==> config.mk <==
export PLATFORM = sky130hd
export DESIGN_NAME = r2f_ctrl
export DESIGN_NICKNAME = d
export VERILOG_FILES = /design/src/design/r2f_pkg.sv /design/src/design/r2f_ctrl.sv
export VERILOG_INCLUDE_DIRS = /design/src /design/src/design
export SDC_FILE = /design/constraint.sdc
export NUM_CORES = 1
export LEC_CHECK = 0
export BUFFER_PORTS_ARGS = -buffer_cell sky130_fd_sc_hd__buf_2
export CAP_MARGIN = 20
export CORE_ASPECT_RATIO = 2
export CORE_MARGIN = 5
export CORE_UTILIZATION = 30
export CTS_BUF_LIST = sky130_fd_sc_hd__clkbuf_8
export DETAILED_ROUTE_END_ITERATION = 8
export GPL_TIMING_DRIVEN = 0
export MAX_ROUTING_LAYER = met4
export PLACE_DENSITY = 0.56
export SYNTH_ARGS = -nofsm -noshare
export SYNTH_HDL_FRONTEND = slang
export SYNTH_SLANG_ARGS = --single-unit
==> constraint.sdc <==
create_clock -name clk -period 3.8 [get_ports clk]
set_clock_uncertainty 0.2 [all_clocks]
set_input_delay 0.19 -clock clk [delete_from_list [all_inputs] [get_ports clk]]
set_output_delay 0.19 -clock clk [all_outputs]
set_load 0.02 [all_outputs]
==> src/design/radix2_complex_fft_top_assert.svh <==
// Assertion macros used by the FFT controller.
// Needs a clock named clk and an active-low reset named rst_n in scope.
`ifndef RADIX2_COMPLEX_FFT_TOP_ASSERT_SVH
`define RADIX2_COMPLEX_FFT_TOP_ASSERT_SVH

// Condition in the same cycle as the trigger.
`define R2F_ASSERT_NOW(label, trig, cond, msg) \
  label: assert property (@(posedge clk) disable iff (!rst_n) (trig) |-> (cond)) \
    else $error(msg);

// Condition in the cycle after the trigger.
`define R2F_ASSERT_NEXT(label, trig, cond, msg) \
  label: assert property (@(posedge clk) disable iff (!rst_n) (trig) |=> (cond)) \
    else $error(msg);

`endif

==> src/design/r2f_pkg.sv <==
// Shared constants, types and functions of the radix-2 FFT.
// No dependencies; used by the controller, the datapath and the top level.
package r2f_pkg;

  localparam int POINTS = 512;
  localparam int AW     = 9;
  localparam int SW     = 32;
  localparam int TWW    = 18;
  localparam int TWN    = 256;
  localparam int TWA    = 8;

  localparam logic [1:0] FUNC_LOAD = 2'd0;
  localparam logic [1:0] FUNC_RUN  = 2'd1;
  localparam logic [1:0] FUNC_READ = 2'd2;

  localparam logic REG_INVERSE = 1'b0;
  localparam logic REG_SCALE   = 1'b1;

  typedef enum logic [2:0] {
    WSRC_LOAD, WSRC_COPY, WSRC_TOP, WSRC_BOT, WSRC_SCALE
  } wsrc_t;

  typedef struct packed {
    logic [AW-1:0]  rd_addr;
    logic           rd_dst;
    logic           wr_en;
    logic [AW-1:0]  wr_addr;
    logic           wr_dst;
    wsrc_t          wsrc;
    logic [TWA-1:0] tw_idx;
    logic           ld_w;
    logic           cap_a;
    logic           mul_en;
    logic           add_en;
    logic           sum_en;
    logic           clr_flag;
    logic           swap;
    logic           out_rd;
    logic           out_run;
  } cmd_t;

  typedef struct packed {
    logic [SW-1:0] val;
    logic          hit;
  } sat_t;

  typedef logic signed [TWW-1:0] tw_arr_t [TWN];

  function automatic logic [AW-1:0] bitrev(input logic [AW-1:0] v);
    logic [AW-1:0] r;
    for (int b = 0; b < AW; b++) r[AW-1-b] = v[b];
    return r;
  endfunction

  // Rounds a Q28.24 product sum half up to Q24.8 and saturates it.
  function automatic sat_t round_sat(input logic signed [51:0] v);
    logic signed [51:0] t;
    logic signed [35:0] q;
    sat_t r;
    t = v + 52'sd32768;
    q = t[51:16];
    if (q > 36'sh07FFFFFFF) begin
      r.val = 32'h7FFFFFFF;
      r.hit = 1'b1;
    end else if (q < -36'sh080000000) begin
      r.val = 32'h80000000;
      r.hit = 1'b1;
    end else begin
      r.val = q[31:0];
      r.hit = 1'b0;
    end
    return r;
  endfunction

  // Shift-and-subtract division, used only while the constant twiddle table is built.
  function automatic longint unsigned div_u64(input longint unsigned num,
                                              input longint unsigned den);
    longint unsigned q, rem;
    q = 0;
    rem = 0;
    for (int b = 63; b >= 0; b--) begin
      rem = {rem[62:0], num[b]};
      if (rem >= den) begin
        rem = rem - den;
        q[b] = 1'b1;
      end
    end
    return q;
  endfunction

  function automatic longint to_q16(input longint v);
    longint c;
    c = v;
    if (c < 0) c = 0;
    if (c > 64'sd1073741824) c = 64'sd1073741824;
    return (c + 8192) >> 14;
  endfunction

  // Taylor series on the first quadrant, x in Q2.30; returns cos or sin in Q1.16.
  function automatic longint quad_trig(input longint unsigned x, input bit want_sin);
    longint unsigned x2, tc, ts, dc, ds;
    longint sc, ss;
    x2 = (x * x) >> 30;
    tc = 64'd1073741824;
    ts = x;
    sc = 64'sd1073741824;
    ss = longint'(x);
    for (int n = 1; n <= 12; n++) begin
      dc = longint'((2 * n - 1) * (2 * n));
      ds = longint'((2 * n) * (2 * n + 1));
      tc = div_u64((tc * x2) >> 30, dc);
      ts = div_u64((ts * x2) >> 30, ds);
      if ((n & 1) == 1) begin
        sc = sc - longint'(tc);
        ss = ss - longint'(ts);
      end else begin
        sc = sc + longint'(tc);
        ss = ss + longint'(ts);
      end
    end
    return want_sin ? to_q16(ss) : to_q16(sc);
  endfunction

  // The angle step divides by twice the point count, which is 2^(AW+1).
  function automatic tw_arr_t make_tw(input bit want_sin);
    tw_arr_t t;
    longint unsigned pi_q30;
    longint unsigned x;
    longint c, s;
    pi_q30 = 64'd3373259426;
    for (int k = 0; k < TWN; k++) begin
      if (4 * k < POINTS) begin
        x = (pi_q30 * longint'(4 * k)) >> (AW + 1);
        c = quad_trig(x, 1'b0);
        s = quad_trig(x, 1'b1);
      end else begin
        x = (pi_q30 * longint'(4 * k - POINTS)) >> (AW + 1);
        c = -quad_trig(x, 1'b1);
        s = quad_trig(x, 1'b0);
      end
      t[k] = want_sin ? TWW'(s) : TWW'(c);
    end
    return t;
  endfunction

endpackage

==> src/design/r2f_ctrl.sv <==
// FFT controller: command decode, bit-reverse copy, butterfly sequencing, scaling pass.
// Depends on r2f_pkg; drives r2f_datapath through cmd_t.
`include "radix2_complex_fft_top_assert.svh"
module r2f_ctrl import r2f_pkg::*; (
  input  logic          clk,
  input  logic          rst_n,
  input  logic          start,
  input  logic [1:0]    func,
  input  logic [AW-1:0] index,
  input  logic          scale,
  output logic          busy,
  output logic          out_valid,
  output cmd_t          cmd
);

  typedef enum logic [3:0] {
    ST_IDLE, ST_RD, ST_COPY, ST_RA, ST_RB, ST_MUL, ST_ADD, ST_SUM,
    ST_WA, ST_WB, ST_SC_RD, ST_SC_WR, ST_DONE
  } state_t;

  state_t state_r, state_nxt;
  logic [AW:0]    cnt_r, cnt_nxt;
  logic [3:0]     stg_r, stg_nxt;
  logic [TWA-1:0] bfly_r, bfly_nxt;
  logic           out_valid_r;
  logic [AW-1:0]  kx, grp, jm, half, addr_a, addr_b, twf;
  logic           accept;

  assign accept = start && (state_r == ST_IDLE);

  // Butterfly addresses: a = group * 2 * half + j, b = a + half.
  assign kx     = {1'b0, bfly_r};
  assign half   = AW'(1) << stg_r;
  assign grp    = kx >> stg_r;
  assign jm     = kx & (half - AW'(1));
  assign addr_a = (grp << (stg_r + 4'd1)) | jm;
  assign addr_b = addr_a | half;
  assign twf    = jm << (4'd8 - stg_r);

  always_comb begin
    cmd       = '0;
    cmd.wsrc  = WSRC_LOAD;
    cmd.tw_idx = twf[TWA-1:0];
    state_nxt = state_r;
    cnt_nxt   = cnt_r;
    stg_nxt   = stg_r;
    bfly_nxt  = bfly_r;
    unique case (state_r)
      ST_IDLE: begin
        if (start) begin
          priority case (func)
            FUNC_LOAD: begin
              cmd.wr_en   = 1'b1;
              cmd.wr_addr = index;
            end
            FUNC_READ: begin
              cmd.rd_addr = index;
              state_nxt   = ST_RD;
            end
            FUNC_RUN: begin
              cmd.clr_flag = 1'b1;
              cnt_nxt      = '0;
              state_nxt    = ST_COPY;
            end
            default: ;
          endcase
        end
      end
      ST_RD: begin
        cmd.out_rd = 1'b1;
        state_nxt  = ST_IDLE;
      end
      ST_COPY: begin
        // Read the source in order and write the previous entry bit-reversed.
        cmd.rd_addr = cnt_r[AW-1:0];
        if (cnt_r != '0) begin
          cmd.wr_en   = 1'b1;
          cmd.wr_dst  = 1'b1;
          cmd.wr_addr = bitrev(cnt_r[AW-1:0] - AW'(1));
          cmd.wsrc    = WSRC_COPY;
        end
        if (cnt_r == (AW+1)'(POINTS)) begin
          stg_nxt   = '0;
          bfly_nxt  = '0;
          state_nxt = ST_RA;
        end else begin
          cnt_nxt = cnt_r + 1'b1;
        end
      end
      ST_RA: begin
        cmd.rd_addr = addr_a;
        cmd.rd_dst  = 1'b1;
        cmd.ld_w    = 1'b1;
        state_nxt   = ST_RB;
      end
      ST_RB: begin
        cmd.rd_addr = addr_b;
        cmd.rd_dst  = 1'b1;
        cmd.cap_a   = 1'b1;
        state_nxt   = ST_MUL;
      end
      ST_MUL: begin
        cmd.mul_en = 1'b1;
        state_nxt  = ST_ADD;
      end
      ST_ADD: begin
        cmd.add_en = 1'b1;
        state_nxt  = ST_SUM;
      end
      ST_SUM: begin
        cmd.sum_en = 1'b1;
        state_nxt  = ST_WA;
      end
      ST_WA: begin
        cmd.wr_en   = 1'b1;
        cmd.wr_dst  = 1'b1;
        cmd.wr_addr = addr_a;
        cmd.wsrc    = WSRC_TOP;
        state_nxt   = ST_WB;
      end
      ST_WB: begin
        cmd.wr_en   = 1'b1;
        cmd.wr_dst  = 1'b1;
        cmd.wr_addr = addr_b;
        cmd.wsrc    = WSRC_BOT;
        bfly_nxt    = bfly_r + 1'b1;
        state_nxt   = ST_RA;
        if (bfly_r == TWA'(TWN - 1)) begin
          if (stg_r == 4'(AW - 1)) begin
            cnt_nxt   = '0;
            state_nxt = scale ? ST_SC_RD : ST_DONE;
          end else begin
            stg_nxt = stg_r + 1'b1;
          end
        end
      end
      ST_SC_RD: begin
        cmd.rd_addr = cnt_r[AW-1:0];
        cmd.rd_dst  = 1'b1;
        state_nxt   = ST_SC_WR;
      end
      ST_SC_WR: begin
        cmd.wr_en   = 1'b1;
        cmd.wr_dst  = 1'b1;
        cmd.wr_addr = cnt_r[AW-1:0];
        cmd.wsrc    = WSRC_SCALE;
        cnt_nxt     = cnt_r + 1'b1;
        state_nxt   = (cnt_r == (AW+1)'(POINTS - 1)) ? ST_DONE : ST_SC_RD;
      end
      ST_DONE: begin
        cmd.out_run = 1'b1;
        cmd.swap    = 1'b1;
        state_nxt   = ST_IDLE;
      end
      default: state_nxt = ST_IDLE;
    endcase
  end

  always_ff @(posedge clk) begin
    if (!rst_n) begin
      state_r     <= ST_IDLE;
      cnt_r       <= '0;
      stg_r       <= '0;
      bfly_r      <= '0;
      out_valid_r <= 1'b0;
    end else begin
      state_r     <= state_nxt;
      cnt_r       <= cnt_nxt;
      stg_r       <= stg_nxt;
      bfly_r      <= bfly_nxt;
      out_valid_r <= (state_r == ST_RD) || (state_r == ST_DONE);
    end
  end

  assign busy      = (state_r != ST_IDLE);
  assign out_valid = out_valid_r;

  `R2F_ASSERT_NEXT(a_strobe_single, out_valid_r, !out_valid_r, "result strobe held two cycles")
  `R2F_ASSERT_NEXT(a_run_busy, accept && func == FUNC_RUN, busy, "run item did not start")
  `R2F_ASSERT_NOW(a_no_write_idle_dst, state_r == ST_IDLE, !cmd.wr_dst, "idle write to other bank")

endmodule

# Yosys cells after proc, flatten, opt, wreduce, memory -nomap -nowiden
# Cells that the tools add are included.
[word_totals] reg_bits=27 latch_bits=0 ramBits=0 mem_bits_ro=0 inputBits=15 memories=0
[classes] add_sub_neg=6 mul=0 n_div=0 n_lt_le_gt_ge=0 n_eq_ne=26 n_shift=4 muxes=39 bitwise=3 reduce_logical=13
[op_table] op="2-to-1 mux 10 bit" count=7
[op_table] op="case mux 10 bit (5 select lines)" count=1
[op_table] op="case mux 4 bit (11 select lines)" count=1
[op_table] op="case mux 10 bit (4 select lines)" count=1
[op_table] op="case mux 9 bit (4 select lines)" count=1
[op_table] op="2-to-1 mux 4 bit" count=7
[op_table] op="equality test 4 bit, second input constant" count=6
[op_table] op="2-to-1 mux 9 bit" count=2
[op_table] op="bitwise OR 9 bit" count=2
[op_table] op="subtractor 9 x 1 -> 9 bit, second input constant" count=2
[op_table] op="equality test 4 x 3 -> 1 bit, second input constant" count=4
[op_table] op="case mux 4 bit (2 select lines)" count=2
[op_table] op="case mux 4 bit (4 select lines)" count=1
[op_table] op="case mux 8 bit (2 select lines)" count=1
[op_table] op="2-to-1 mux 14 bit" count=1
[op_table] op="inequality test 2 bit, second input constant" count=6
[op_table] op="2-to-1 mux 1 bit" count=11
[op_table] op="adder 10 x 1 -> 10 bit, second input constant" count=1
[op_table] op="equality test 10 bit, second input constant" count=1
[op_table] op="equality test 10 x 9 -> 1 bit, second input constant" count=1
[op_table] op="nonzero test 10 bit" count=1
[op_table] op="AND 8 x 9 -> 9 bit" count=1
[op_table] op="<< shifter 1 x 4 -> 9 bit, first input constant" count=1
[op_table] op="<< shifter 9 x 4 -> 8 bit" count=1
[op_table] op="other kinds (25)" count=28

# Logic depth before layout (Yosys ltp)
# Gate-level depths: netlist (run 1).
[logic_depth] depth_word=6 ltp_mapped=14 ltp_nobuf=11

# Worst setup path before layout (run 1)
# No wires, ideal clock.
[synth_path] path_type="reg2out" start="register stg_r[0]" end="output cmd[36] (netlist bit)" arrival_ns=3.130 setup_slack_ns=0.280 path_stages_with_launch=15 n_path_buf=3 path_cell_list="dfxtp_1 buf_6 buf_2 inv_1 buf_2 ha_1 ha_1 nand2_1 ha_1 inv_1 o311a_1 a31o_1 a2111oi_2 a21oi_1 a221o_1"
[synth_lines] item="from (decl)" line_no="r2f_ctrl.sv:23" text="logic [3:0] stg_r, stg_nxt;"
[synth_lines] item="from (signal assigned)" line_no="r2f_ctrl.sv:169" text="stg_r <= stg_nxt;"
[synth_lines] item="to (decl)" line_no="r2f_ctrl.sv:13" text="output cmd_t cmd"

==> flow_summary.toml, run 1 <==
[outcome]
status = "complete, no violations"

[setup_path]
path_class = "flop to output pin"
critPathRequiredTime_ns = 3.41
crit_path_max_fanout = 17
cp.buffers_inverters = 5
path_cells = "buf_12 > inv_1 > buf_4 > ha_4 > ha_4 > nand2_2 > ha_4 > inv_1 > o311a_1 > a31o_4 > a2111oi_4 > a21oi_2 > a221o_1 > buf_2"
cp_common_cell = "ha_4"
critPathArrivalTime_ns = 3.32
end_kind = "output pin"
slowest_stage = "dfxtp_4"
cp-start-kind = "flop"
slowest_delay_ns = 0.38
cpLargestDelayFamily = "compound AO/OA/AOI/OAI gates"

[die]
start_util_pct = 30.5
die_area_mm2 = 0.0148
core_mm2 = 0.0121
die_w_um = 88.5
num_rows = 57
die_h_um = 167
io_pins = 58

[final_layout]
synthToLayoutAreaGrowth_pct = 16.4
antenna_cells = 0
stdcell_area_mm2 = 0.00430
layout-drive-gt1-share_pct = 18.7
layout.nets = 627
fill_cells = 1370

[synth]
syn-cell-area_mm2 = 0.00370
netlist_instances = 536
ys_top_cells_by_count = "60 x nand2_1, 42 x a21oi_1, 36 x nor2_1"
synth_seq_cells = 27
yosysWarningCount = 0
syn-mean-instance-area_um2 = 6.90
syn_nets = 567
ys.flop_type = "dfxtp_1"
async_flop_share_pct = 0
ys_seq_area_share_pct = 14.6
yosysMostFrequentCell = "nand2_1"
ys_types = 80
yosys.area.top_type = "dfxtp_1"
synth.area.top_cells = "dfxtp_1 15%, nand2_1 6.1%, a21oi_1 5.7%"
synth_edf_count = 0
synth_top_area_share_pct = 14.6

[power_and_ir_drop]
powerDensity_mw_per_mm2 = 139
p_leak_nw = 1.69
finalPower_mw = 0.596
max-vdd-ir-drop_v = 0.000195

[clock_tree]
ctsHoldBuffers = 0
path_clk_slew_ns = 0.12
worstSkewPairLatency_ns = 0.31
cts_buffers = 3
clk_path_buf_depth = 2
cts.sinks = 27
htreeDepth = 1
cts_tree = "yes"
root_buffer = "clkbuf_8"

[timing]
grt_setup_unrepaired = "false"
maxSlewViolCount = 0
fmax_mhz = 269
hold_viol = 0
finalSetupViolCount = 0
fin_crit_sh_pct = 97.7
tightest_slew_ns = 0.767
maxSlewHeadroom_pct = 48.7
min_period_ns = 3.71

[route]
first_pass_iters = 5
drt_iter0_drc = 282
met1Wirelength_um = 5260
wl_met3_um = 575
routedWlPerCell_um = 21.0
drc = 0
num_vias = 4488
wl_met2_um = 8430
top_layer_used = "met4"
vias_per_cell = 6.05
wirelength_um = 15600
ant_nets = 0

[min_path]
hold_path.class = "input port to flop"

[place]
place_congestion = 0.939
dp_hpwl_um = 12600
dpl_cell_area_mm2 = 0.00417
io_buffers = 57

[global_routing]
grt_pass1_wl_um = 24500
grt.total_usage_pct = 22.1
grt_max_degree = 18
gr-total-overflow = 0
grt_pass1_vias = 4663
antenna_found_initial = 0

[job]
cap_violations = 0
area by class of cell:
cell class              count  area (um^2)  share of cell area (%)
clock inverters             1         8.76                   0.204
well taps                 147          184                    4.27
flip-flops and latches     27          544                    12.6
inverters                  21         78.8                    1.83
repair buffers             59          300                    6.98
clock buffers               3         41.3                   0.960
plain buffers              45          231                    5.38
multi-input cells         439         2910                    67.7
layer usage:
metal | vias to the layer above | global-route usage [%]
met1 | 2113 | 20.0
met3 | 74 | 1.58
met5 | - | -
met2 | 197 | 40.3
li1 | 2104 | -
met4 | 0 | 17.0
per-stage QoR:
stage          setup TNS, ns  instances  hold WS (ns)  worst slack [ns]  util, %
4_1_cts                    0        743       0.00484            0.0246     35.3
6_report                   0        742        0.0149            0.0861     35.5
5_1_grt                    0        742        0.0271          0.000697     35.5
3_5_place_dp          -0.839        741         0.310            -0.303     34.4
3_3_place_gp           -1.00        740         0.306            -0.359     34.4
2_1_floorplan              0        536         0.152             0.280        -
worst reg2reg max path, delay by kind of cell, from the launching register on:
kind	cells	cell delay [ns]
flip-flops	1	0.37
AND/OR/NAND/NOR	5	1.13
AO/OA/AOI/OAI	1	0.27
adder cells (fa/ha/maj)	1	0.21
buffers and inverters	4	0.59
worst paths after layout:
| kind | startpoint | to | slack (ns) | depth (start not counted) |
|---|---|---|---|---|
| worst min-delay path | rst_n | cnt_r[6]$_SDFFE_PN0P_ | 0.01 | 3 |
| worst min register to register | cnt_r[9]$_SDFFE_PN0P_ | cnt_r[9]$_SDFFE_PN0P_ | 0.33 | 2 |
| worst max-delay path | stg_r[0]$_SDFFE_PN0P_ | cmd[36] | 0.09 | 14 |
| worst max register to register | stg_r[0]$_SDFFE_PN0P_ | cnt_r[6]$_SDFFE_PN0P_ | 0.94 | 11 |
placed cells by master (no fill, tap or decap), types with 18 or more instances in the layout:
cell,instances
a21oi_1,41
buf_2,61
clkbuf_1,28
dfxtp_1,26
inv_1,20
nand2_1,59
nand3_1,19
nor2_1,36
nor3_1,18
o21ai_0,33
cell families (layout without fill, tap and decap cells):
| family | after synthesis | in the layout | synth area share [%] |
|---|---|---|---|
| muxes | 15 | 15 | 5.01 |
| DFF | 27 | 27 | 14.6 |
| AOI/OAI and AO/OA | 183 | 183 | 33.4 |
| buffers and inverters | 70 | 129 | 8.32 |
| xor gates and xnor gates | 9 | 9 | 2.13 |
| and+or+nand+nor | 216 | 216 | 31.1 |
| adders and majority gates | 16 | 16 | 5.41 |
repair_timing:
item	4_1_cts	5_1_grt
endpoints found under the setup margin	16	5
resized for setup	16	3
buffers inserted	0	1
state kept, by name, summed over array words and instances, names as in the netlist:
register / cells
out_valid: 1
bfly_r: 8
state_r: 4
stg_r: 4
cnt_r: 10
where the power goes:
part / total [mW] / internal [mW] / switching [mW]
logic: 0.113 / 0.0403 / 0.0727
registers: 0.286 / 0.284 / 0.00150
clock network: 0.198 / 0.0780 / 0.120
total: 0.596 / 0.402 / 0.194
Note: power is estimated with default switching activity, not from simulation.
==> inputs of run 2 (changes only) <==
==> constraint.sdc (replaced) <==
create_clock -name clk -period 4.3 [get_ports clk]
set_clock_uncertainty 0.2 [all_clocks]
set_input_delay 0.215 -clock clk [delete_from_list [all_inputs] [get_ports clk]]
set_output_delay 0.215 -clock clk [all_outputs]
set_load 0.02 [all_outputs]
==> flow_summary.toml, run 2 (same netlist as run 1, synthesis figures left out) <==
[clock_tree]
post_cts_buffers = 0
htreeDepth = 1
cts_buffers = 3
path_clk_slew_ns = 0.12
ctsHoldBuffers = 0
worstSkewPairLatency_ns = 0.32
cts.sinks = 27
cts_tree = "yes"
root_buffer = "clkbuf_8"
clk_path_buf_depth = 2

[route]
wirelength_um = 15600
routedWlPerCell_um = 20.9
first_pass_iters = 5
drt_iter0_drc = 305
vias_per_cell = 6.05
num_vias = 4494
drc = 0
ant_nets = 0

[die]
start_util_pct = 30.5
num_rows = 57
die_h_um = 167
io_pins = 58
die_w_um = 88.5
die_area_mm2 = 0.0148
core_mm2 = 0.0121

[timing]
grt_setup_unrepaired = "false"
tightest_slew_ns = 0.743
fmax_mhz = 243
fin_ws_ns = 0.184
fin_crit_sh_pct = 95.7
hold_viol = 0
fin_tns_setup_ns = 0
maxSlewHeadroom_pct = 50.3
maxSlewViolCount = 0
finalSetupViolCount = 0
min_period_ns = 4.12

[final_layout]
final_common_cell = "buf_2"
regMostFlops = "cnt_r"
final-seq-area_um2 = 542
layout-drive-gt1-share_pct = 18.0
final_cell_mix = "64 x buf_2, 60 x nand2_1, 42 x a21oi_1"
largest_reg_flops = 10
antenna_cells = 0
synthToLayoutAreaGrowth_pct = 14.2
reg.largest.list = "cnt_r x10, bfly_r x8"
fill_cells = 1375
final_util_pct = 34.8
layout.nets = 628
fin_cells = 743
multiInputGateArea_mm2 = 0.00286
stdcell_area_mm2 = 0.00422

[place]
dp_hpwl_um = 12600
placed_cells = 741
io_buffers = 57
place_ws_ns = 0.172
dpl_cell_area_mm2 = 0.00417
place_congestion = 0.939

[setup_path]
crit_path_max_fanout = 17
path_cells = "buf_6 > inv_1 > buf_2 > ha_2 > ha_2 > nand2_1 > ha_2 > inv_1 > o311a_1 > a31o_1 > a2111oi_2 > a21oi_1 > a221o_1 > buf_2"
critPathArrivalTime_ns = 3.70
critPathRequiredTime_ns = 3.88
cpLargestDelayFamily = "compound AO/OA/AOI/OAI gates"
cp_common_cell = "ha_2"
slowest_stage = "dfxtp_2"
slowest_delay_ns = 0.40
end_kind = "output pin"
cp.buffers_inverters = 5
path_class = "flop to output pin"
cp-start-kind = "flop"

[outcome]
status = "complete, no violations"

[power_and_ir_drop]
p_leak_nw = 1.67
powerDensity_mw_per_mm2 = 125
max-vdd-ir-drop_v = 0.000170

[global_routing]
grt_pass1_vias = 4648
grt_max_degree = 18
grt.total_usage_pct = 22.1
grt_pass1_wl_um = 24600
gr-total-overflow = 0
antenna_found_initial = 0

[min_path]
hold_path.class = "input port to flop"

[job]
cap_violations = 0
## run 2: cell types whose count changed in the layout (fill, tap and decap cells not counted), moves of 2 or more
cell / before / now
buf_2: 61 / 64
buf_4: 6 / 4
clkbuf_1: 28 / 30
ha_2: 0 / 3
ha_4: 3 / 0
## run 2: power breakdown
group	leakage, nW	total (mW)	internal [mW]	switching (mW)
combinational	1.43	0.0999	0.0356	0.0643
clock	0.0261	0.174	0.0689	0.105
sequential	0.218	0.253	0.252	0.00141
total	1.67	0.527	0.356	0.171
## run 2: worst paths after layout
path / to / cells after the start / slack (ns) / from
worst max-delay path: cmd[36] / 14 / 0.18 / stg_r[0]$_SDFFE_PN0P_
worst min-delay path: cnt_r[6]$_SDFFE_PN0P_ / 3 / 0.04 / rst_n
worst max register to register: cnt_r[6]$_SDFFE_PN0P_ / 11 / 1.26 / stg_r[0]$_SDFFE_PN0P_
worst min register to register: cnt_r[9]$_SDFFE_PN0P_ / 2 / 0.33 / cnt_r[9]$_SDFFE_PN0P_
## run 2: tightest hold or removal path, delay by kind of cell
family	cells	cell delay [ns]
simple gates	1	0.08
compound gates	1	0.06
buf+inv	1	0.14
## run 2: layout make-up
class | instances | area share, %
clock inverter | 1 | 0.207
sequential | 27 | 12.8
tap | 147 | 4.36
multi-input combinational | 439 | 67.6
inverter | 21 | 1.87
timing repair buffer | 58 | 6.93
clock buffer | 3 | 0.978
buffer | 47 | 5.19
## run 2: layer usage
metal,routed length (um),GRT usage [%]
met1,5320,20.2
met2,8390,40.7
met3,551,1.63
met4,1310,16.3
met5,0,-
## run 2: per-stage QoR
step	power (mW)	hold WS, ns
2_1_floorplan	0.322	0.177
3_3_place_gp	0.356	0.306
3_5_place_dp	0.357	0.310
4_1_cts	0.532	0.0298
5_1_grt	0.547	0.0521
6_report	0.527	0.0377
## run 2: repair_timing
item / 4_1_cts / 5_1_grt
gates cloned: 0 / 0
setup endpoints to repair: 4 / 3
resized for setup: 4 / 0
endpoints found under the hold margin: 0 / 0
